$ cat config.mk
export PLATFORM = sky130hd
export DESIGN_NAME = sorted_list_insert_remove
export DESIGN_NICKNAME = d
export VERILOG_FILES = /design/src/hdl/slir_pkg.sv /design/src/hdl/slir_cell.sv /design/src/hdl/sorted_list_insert_remove.sv
export SDC_FILE = /design/constraint.sdc
export NUM_CORES = 2
export LEC_CHECK = 0
export CAP_MARGIN = 10
export CORE_MARGIN = 2
export CORE_UTILIZATION = 60
export DETAILED_ROUTE_END_ITERATION = 6
export DONT_BUFFER_PORTS = 1
export HOLD_SLACK_MARGIN = 0.08
export PLACE_DENSITY = 0.74
export SETUP_SLACK_MARGIN = 0.5
export SLEW_MARGIN = 0
export SYNTH_ARGS = -nofsm -noshare
export SYNTH_HDL_FRONTEND = slang
export SYNTH_SLANG_ARGS = --single-unit
$ cat constraint.sdc
create_clock -name clock -period 7.53 [get_ports clock]
set_input_delay 0.753 -clock clock [delete_from_list [all_inputs] [get_ports clock]]
set_output_delay 0.753 -clock clock [all_outputs]
set_load 0.05 [all_outputs]
$ cat src/hdl/slir_pkg.sv
package slir_pkg;

   localparam int CAPACITY = 64;
   localparam int KEY_W    = 8;
   localparam int COUNT_W  = $clog2(CAPACITY + 1);
   localparam int CNT_OUT_W = 7;
   localparam int RSP_W    = 24;

   typedef enum logic {
      MODE_INSERT = 1'b0,
      MODE_REMOVE = 1'b1
   } mode_type;

   // broadcast to every cell of the row
   typedef struct packed {
      mode_type         mode;
      logic [KEY_W-1:0] key;
      logic             commit;
   } op_type;

endpackage

$ cat src/hdl/slir_cell.sv
module slir_cell
   import slir_pkg::*;
(
   input  logic             clock,
   input  op_type           op,
   input  logic             occupied,
   input  logic             lt_left,
   input  logic [KEY_W-1:0] key_left,
   input  logic [KEY_W-1:0] key_right,
   output logic             lt,
   output logic             hit,
   output logic [KEY_W-1:0] key,
   output logic [KEY_W-1:0] key_nxt
);

   logic [KEY_W-1:0] key_ff;
   logic [KEY_W-1:0] key_in;
   logic             at_pos;

   // first cell whose key is not below the request key
   assign lt     = occupied && (key_ff < op.key);
   assign at_pos = !lt && lt_left;
   assign hit    = at_pos && occupied && (key_ff == op.key);

   always_comb begin
      priority if (lt) begin
         key_in = key_ff;
      end else if (op.mode == MODE_INSERT) begin
         key_in = at_pos ? op.key : key_left;
      end else begin
         key_in = key_right;
      end
   end

   assign key_nxt = op.commit ? key_in : key_ff;
   assign key     = key_ff;

   always_ff @(posedge clock) begin
      key_ff <= key_nxt;
   end

endmodule

$ cat src/hdl/sorted_list_insert_remove.sv
// Response: registered; it shows at rsp_tvalid in the cycle after its request is accepted.
// Throughput: one request per cycle while req_tready is high; the whole row of cells compares
//   the request key and shifts its contents in the same cycle, which sets the clock period.
// Reset: synchronous, clears the entry count and the response valid; the stored keys
//   are left as they are and only entries below the count are ever used.
module sorted_list_insert_remove
   import slir_pkg::*;
(
   input  logic             clock,
   input  logic             reset,
   input  logic             req_tvalid,
   output logic             req_tready,
   input  logic [KEY_W-1:0] req_tdata,  // [7:0] key
   input  logic             req_tuser,  // [0] mode
   output logic             rsp_tvalid,
   input  logic             rsp_tready,
   output logic [RSP_W-1:0] rsp_tdata   // [0] success, [7:1] entry_count,
                                         // [8] table_empty, [16:9] smallest_key, rest zero
);

   logic [COUNT_W-1:0] count_ff, count_in;
   logic               rsp_valid_ff, rsp_valid_in;
   logic [RSP_W-1:0]   rsp_data_ff, rsp_data_in;

   logic               accept;
   mode_type           mode;
   op_type             op;
   logic               full;
   logic               found;
   logic               success;

   logic [CAPACITY-1:0] occ;
   logic [CAPACITY-1:0] lt_w;
   logic [CAPACITY-1:0] hit_w;
   logic [KEY_W-1:0]    key_w   [CAPACITY];
   logic [KEY_W-1:0]    nxt_w   [CAPACITY];

   assign req_tready = !rsp_valid_ff || rsp_tready;
   assign accept     = req_tvalid && req_tready;
   assign mode       = mode_type'(req_tuser);

   assign full  = (count_ff == COUNT_W'(CAPACITY));
   assign found = |hit_w;

   always_comb begin
      unique case (mode)
         MODE_INSERT: success = !full;
         MODE_REMOVE: success = found;
         default:     success = 1'b0;
      endcase
   end

   assign op.mode   = mode;
   assign op.key    = req_tdata;
   assign op.commit = accept && success;

   for (genvar i = 0; i < CAPACITY; i++) begin : g_cell
      logic             lt_left;
      logic [KEY_W-1:0] key_left;
      logic [KEY_W-1:0] key_right;

      assign occ[i] = (COUNT_W'(i) < count_ff);

      if (i == 0) begin : g_first
         assign lt_left  = 1'b1;
         assign key_left = req_tdata;
      end else begin : g_mid
         assign lt_left  = lt_w[i-1];
         assign key_left = key_w[i-1];
      end

      if (i == CAPACITY - 1) begin : g_last
         assign key_right = key_w[i];
      end else begin : g_body
         assign key_right = key_w[i+1];
      end

      slir_cell u_cell (
         .clock     (clock),
         .op        (op),
         .occupied  (occ[i]),
         .lt_left   (lt_left),
         .key_left  (key_left),
         .key_right (key_right),
         .lt        (lt_w[i]),
         .hit       (hit_w[i]),
         .key       (key_w[i]),
         .key_nxt   (nxt_w[i])
      );
   end

   always_comb begin
      count_in = count_ff;
      if (op.commit) begin
         unique case (mode)
            MODE_INSERT: count_in = count_ff + COUNT_W'(1);
            MODE_REMOVE: count_in = count_ff - COUNT_W'(1);
            default:     count_in = count_ff;
         endcase
      end
   end

   always_comb begin
      rsp_valid_in = rsp_valid_ff;
      rsp_data_in  = rsp_data_ff;
      if (accept) begin
         rsp_valid_in = 1'b1;
         rsp_data_in  = '0;
         rsp_data_in[0]   = success;
         rsp_data_in[7:1] = CNT_OUT_W'(count_in);
         rsp_data_in[8]   = (count_in == '0);
         rsp_data_in[16:9] = (count_in == '0) ? '0 : nxt_w[0];
      end else if (rsp_tready) begin
         rsp_valid_in = 1'b0;
      end
   end

   always_ff @(posedge clock) begin
      if (reset) begin
         count_ff     <= '0;
         rsp_valid_ff <= 1'b0;
      end else begin
         count_ff     <= count_in;
         rsp_valid_ff <= rsp_valid_in;
      end
   end

   always_ff @(posedge clock) begin
      rsp_data_ff <= rsp_data_in;
   end

   assign rsp_tvalid = rsp_valid_ff;
   assign rsp_tdata  = rsp_data_ff;

   // assertions
   a_count_bound: assert property (@(posedge clock) disable iff (reset)
      count_ff <= COUNT_W'(CAPACITY))
      else $error("entry count above capacity");

   a_insert_grows: assert property (@(posedge clock) disable iff (reset)
      accept && (mode == MODE_INSERT) && !full |=> count_ff == $past(count_ff) + COUNT_W'(1))
      else $error("insert did not grow the count");

   a_head_sorted: assert property (@(posedge clock) disable iff (reset)
      occ[1] |-> key_w[0] <= key_w[1])
      else $error("first two keys out of order");

   a_empty_flag: assert property (@(posedge clock) disable iff (reset)
      rsp_valid_ff |-> rsp_data_ff[8] == (rsp_data_ff[7:1] == '0))
      else $error("empty flag disagrees with count");

endmodule

# Yosys cells after proc, flatten, opt, wreduce, memory -nomap -nowiden
# Cells that the tools add are included.
# op_classes
n_addsub	2
n_lt_le_gt_ge	128
eq_ne	65
muxes	133
bitwise	64
reduce_logical	390
# op_table
operator	n
two-way mux 8 bit	128
== test 8 bit	64
less-than comparator 8 bit	64
logical AND 1 bit	257
less-than comparator 6 x 7 -> 1 bit, first input constant	32
AND reduction 2 bit	62
less-than comparator 5 x 7 -> 1 bit, first input constant	16
logical NOT 1 bit	66
inverter 1 bit	64
OR reduction 64 bit	1
less-than comparator 4 x 7 -> 1 bit, first input constant	8
less-than comparator 3 x 7 -> 1 bit, first input constant	4
less-than comparator 1 x 7 -> 1 bit, first input constant	2
less-than comparator 2 x 7 -> 1 bit, first input constant	2
one-hot mux 7 bit (2 select lines)	1
adder 7 x 1 -> 7 bit, second input constant	1
== test 7 bit, second input constant	1
logical NOT 7 bit	1
two-way mux 7 bit	1
subtractor 7 x 1 -> 7 bit, second input constant	1
AND reduction 3 bit	1
two-way mux 1 bit	2
one-hot mux 1 bit (2 select lines)	1
nonzero test 2 bit	1
logical OR 1 bit	1
# totals
register_bits	537
in_bits	13
out_inout_bits	26
elab_cells	850

# Depth between registers and ports, before layout
# logic_depth
depth_word	11
mapped_depth	18
mapped_depth_nobuf	13

# Modules after synthesis
# From an unflattened synthesis, not the netlist that was laid out.
# hier_totals
cells_unflattened	5646
area_unflattened_um2	48268.8
# by_module_without_submodules
mod	instances	cells_per_inst	area_each_um2	seq_area_each_um2
slir_cell	64	84	719.4	160.2
sorted_list_insert_remove	1	270	2224.6	670.6

# Worst setup path before layout
# No wires, ideal clock.
# synth_timing
path_kind	input port to flip-flop
from	in req_tdata[1]
to	reg g_cell[29].u_cell.key_ff[0] (enable)
setup_ns	0.331
t_arrival_ns	6.365
required_ns	7.199
slack_ns	0.834
stages	16
n_path_buf	4
cell_sequence	clkinv_1 clkbuf_1 ha_1 nor2b_1 o211ai_1 a21oi_1 or4_4 and2_1 buf_6 a2111o_1 or4_1 or4_1 buf_2 nand2_1 clkbuf_1 nor2_1
# synth_between
elab_chain_len	10
elab_cells_between_ends	452
cone_classes	order compare: 64; eq/ne: 64; mux: 1; bitwise: 1; reduce/logical: 322
# synth_lines
item	line	text
from (decl)	sorted_list_insert_remove.sv:13	input logic [KEY_W-1:0] req_tdata,
less-than comparator 8 bit	slir_cell.sv:21	assign lt = occupied && (key_ff < op.key);
logical AND 1 bit	slir_cell.sv:21	
logical NOT 1 bit	slir_cell.sv:22	assign at_pos = !lt && lt_left;
logical AND 1 bit	slir_cell.sv:22	
logical AND 1 bit (2 in a row)	slir_cell.sv:23	assign hit = at_pos && occupied && (key_ff == op.key);
OR reduction 64 bit	sorted_list_insert_remove.sv:43	assign found = |hit_w;
one-hot mux 1 bit (2 select lines)	sorted_list_insert_remove.sv:46	unique case (mode)
logical AND 1 bit	sorted_list_insert_remove.sv:55	assign op.commit = accept && success;
AND reduction 2 bit (no source line) *	n/a	
to (signal assigned)	slir_cell.sv:39	key_ff <= key_nxt;
to (decl)	slir_cell.sv:16	logic [KEY_W-1:0] key_ff;
# Every way passes the cells marked *; elsewhere a longest branch is shown, timed or not.
# A chain may end at the register's enable or synchronous reset.

# Final worst setup path
# layout_timing
from	reg count_ff[2]
to	reg g_cell[63].u_cell.key_ff[3] (enable)
# layout_between
elab_chain_len	10
elab_cells_between_ends	390
cone_classes	order compare: 64; eq/ne: 1; mux: 1; bitwise: 1; reduce/logical: 323
# layout_lines
item	line	text
from (decl)	sorted_list_insert_remove.sv:21	logic [COUNT_W-1:0] count_ff, count_in;
from (signal assigned)	sorted_list_insert_remove.sv:123	count_ff <= count_in;
less-than comparator 1 x 7 -> 1 bit (tied with other cells)	sorted_list_insert_remove.sv:62	assign occ[i] = (COUNT_W'(i) < count_ff);
logical AND 1 bit	slir_cell.sv:21	
logical NOT 1 bit	slir_cell.sv:22	
logical AND 1 bit	slir_cell.sv:22	
logical AND 1 bit (2 in a row)	slir_cell.sv:23	
OR reduction 64 bit	sorted_list_insert_remove.sv:43	
one-hot mux 1 bit (2 select lines)	sorted_list_insert_remove.sv:46	
logical AND 1 bit	sorted_list_insert_remove.sv:55	
AND reduction 3 bit (no source line) *	n/a	
to (signal assigned)	slir_cell.sv:39	
to (decl)	slir_cell.sv:16	
# Marked as above.

==> metrics.md <==
| Metric | Value |
|---|---|
| Overflow after GRT | `0` |
| Routed wire per std cell | `24.0 um` |
| Area Growth Syn to Fin | `6.49%` |
| Critical path fanouts, max | `33` |
| Total GRT Usage | `34.8%` |
| Dominant cell type by area after synthesis | `edfxtp_1` |
| CP Capture Type | `register` |
| Fmax | `164 MHz` |
| Syn Inst Count | `4255` |
| Initial drt markers | `4457` |
| Ys async rst share | `0%` |
| Critical path class | `reg2reg` |
| Die Y-Extent | `261 um` |
| Largest cells by area after synthesis | `edfxtp_1 (39%), ha_1 (16%), mux2i_1 (7.0%)` |
| Via count | `33400` |
| Clock Path Buffers | `3` |
| Xor/xnor share of the synthesized area | `0.177%` |
| Worst path required time | `7.92 ns` |
| Worst R2R Start | `count_ff[2]` |
| Worst min path class | `in2reg` |
| Clk Latency, worst-skew pair | `0.66 ns` |
| Dpl hpwl | `82800 um` |
| Count leader, synth | `nand2_1` |
| CTS tree | `done` |
| Placed inst area | `0.0402 sq mm` |
| Antenna-violating nets left | `0` |
| Ys Warns | `0` |
| Min cycle time layout | `6.10 ns` |
| Post-CTS Resized | `0` |
| Clk pwr share | `35.3%` |
| CP Launch Type | `register` |
| Compound-Gate Fraction of Synth Area | `16.8%` |
| Worst rel slew slack | `-59.1%` |
| Switching Share | `30.6%` |
| Worst slew pin tran | `2.39 ns` |
| Avg Inst Size Synth | `9.32 sq um` |
| Cell-internal power | `0.00599 W` |
| Port Buffers | `0` |
| Reg-to-Reg End | `g_cell[63].u_cell.key[3]` |
| Final GP Congestion | `0.961` |
| FF+latch count, synth | `537` |
| Routed WL | `121000 um` |
| Post-Synth Adder-Cell Area | `16.3%` |
| Total leakage power | `16.4 nW` |
| Reported net switching power | `0.00264 W` |
| Status | `finished, violations left` |
| Final Setup Violations | `0` |
| List of most frequent post-synthesis cells | `nand2_1 (573), o21ai_0 (554), edfxtp_1 (521)` |
| Finished layout cell area | `0.0422 sq mm` |
| Synth Cell Area | `0.0396 sq mm` |
| Root Buffer | `clkbuf_16` |
| First-pass iteration count of the detailed router | `7` |
| Crit path DAT | `6.50 ns` |
| Failing checks | `slew limit` |
| EDFF count, synth | `521` |
| MaxCap Viol Count | `0` |
| Fill count | `5340` |
| CTS sink cnt | `537` |
| Layout cells sized above 1 | `4.63%` |
| Footprint of the multi-input gates | `0.0223 sq mm` |
| RSZ-0062 raised after global routing | `false` |
| Final hold violations | `0` |
| Fin crit share | `81.1%` |
| Nets@finish | `4648` |
| First-pass GRT wire length | `184000 um` |
| Distinct cells, synth | `81` |
| Setup Fix Bufs, Post-CTS | `0` |
| Initial Util | `60.4%` |
| Slew Limit Fails | `480` |
| Register Area | `0.0160 sq mm` |
| CP endpoint | `g_cell[63].u_cell.key[3]` |
| IO Pins | `39` |
| FP Rows | `94` |
| Clock slew at reported path FFs | `0.07 ns` |
| Register-to-Register Path Depth | `12` |
| Full die area | `0.0682 sq mm` |
| H-tree lvl count | `2` |
| Routed vias/inst | `6.64` |
| Die X | `261 um` |
| Worst reg-to-reg setup slack | `1.43 ns` |
| Setup TNS | `0 ns` |
| Main combinational cell family by area after synthesis | `compound AO/OA/AOI/OAI gates` |
| Largest net degree at the start of global routing | `1020` |
| CTS Buf Count | `61` |
| Reg power frac | `45.0%` |
| Drt drc | `0` |
| Vias in the first global route | `31300` |
| Worst setup startpoint | `count_ff[2]` |
| Synth top area share | `39.5%` |
| Simple-gate share of the synthesized area | `15.7%` |
| Hold buffer count at cts | `0` |
| Worst clock skew | `0.0352 ns` |
| Multiplexer share of the synthesized area | `7.16%` |
| Sequential area share after synthesis | `40.3%` |
| VDD IR max | `0.173 mV` |
| Cell area power density | `205 mW/mm^2` |
| Gate power share | `19.7%` |
| Antenna violations before repair | `2` |
| Top FF cell, synth | `edfxtp_1` |
| Placeable Area | `0.0656 sq mm` |
cell type report:
cell class                      count  area share [%]
Clock inverter                     37           0.818
Multi-Input combinational cell   3370            52.8
Antenna cell                        4          0.0237
Clock buffer                       74            3.88
Timing Repair Buffer               58            1.24
Sequential cell                   537            37.8
Tap cell                          864            2.56
Inverter                           91           0.850
power groups by stage:
stage	clock network [W]	registers (W)	logic (W)
6_report	0.00305	0.00388	0.00170
5_1_grt	0.00315	0.00390	0.00190
4_1_cts	0.00305	0.00387	0.00166
3_5_place_dp	0	0.00393	0.00166
3_3_place_gp	0	0.00393	0.00160
2_1_floorplan	0	0.00382	0.00132
metal layers:
layer | part of all wire [%] | global-route usage, % | vias to the layer above
met5 | 0.0075 | 0 | -
met4 | 3.8 | 12.5 | 2
met3 | 11 | 6.55 | 292
met2 | 44 | 53.7 | 1763
met1 | 41 | 49.1 | 15800
li1 | - | - | 15600
critical path, stage by stage (launching register included):
cell and delay (ns):
dfxtp_1 0.96, and2_1 0.76, a21oi_1 0.24, a2111oi_2 0.59, nor3_1 0.13, buf_4 0.22
a2111oi_0 0.57, nand4_1 0.19, or4_1 0.92, nand2_2 0.17, buf_4 0.55, nor3b_1 0.23
buf_4 0.25
flip-flops by register name, summed over array words and instances, names as in the netlist:
signal and count:
count_ff 7, g_cell.u_cell.key 512, rsp_tdata 17, rsp_tvalid 1
per-stage QoR:
stage               setup slack (ns)  hold WS [ns]  std cells  utilization (%)  total power (W)
CTS                             1.67         0.146       5031             64.3          0.00858
floorplan                      0.834         0.475       4261                -          0.00514
detailed placement              1.19         0.546       4920             61.3          0.00559
global placement                1.25         0.532       4920             61.3          0.00553
global route                    1.28         0.158       5032             64.3          0.00895
finish                          1.43         0.161       5035             64.3          0.00863
cells in the final DEF, fill, tap and decap left out, types with 13 or more instances in the layout:
cell type / synthesis / final
or3_1: 24 / 24
buf_4: 15 / 51
nand2_1: 573 / 572
or4_1: 15 / 15
nor2b_1: 80 / 80
nand4_1: 127 / 127
a211o_1: 13 / 13
mux2i_1: 279 / 279
nor2_1: 344 / 344
clkbuf_16: 0 / 63
edfxtp_1: 521 / 521
a21oi_1: 417 / 417
and3_1: 22 / 22
a211oi_1: 35 / 33
ha_1: 516 / 516
nor3_1: 53 / 53
and2_1: 14 / 15
inv_1: 84 / 84
dfxtp_1: 16 / 15
nand3_1: 44 / 44
o21ai_0: 554 / 554
a21o_1: 32 / 32
clkinv_2: 0 / 15
o211ai_1: 62 / 62
nor4_1: 19 / 18
worst min path at each step:
stage / from / cells past startpoint / endpoint
2_1_floorplan: g_cell[0].u_cell.key[0] / 2 / g_cell[0].u_cell.key[0]
3_3_place_gp: g_cell[0].u_cell.key[6] / 2 / g_cell[0].u_cell.key[6]
5_1_grt: reset / 1 / count_ff[6]
3_5_place_dp: g_cell[0].u_cell.key[6] / 2 / g_cell[0].u_cell.key[6]
4_1_cts: reset / 1 / count_ff[6]
6_report: reset / 1 / count_ff[1]
cells by family (layout without fill, tap and decap cells):
logic type,after synthesis,in the layout
buf+inv,354,260
simple gates,1364,1364
fa+ha+maj,516,516
other cells,1,11
xor+xnor,8,8
mux,283,283
compound gates,1192,1192
flops,537,537
No activity file was read; power rests on OpenSTA's default activity.
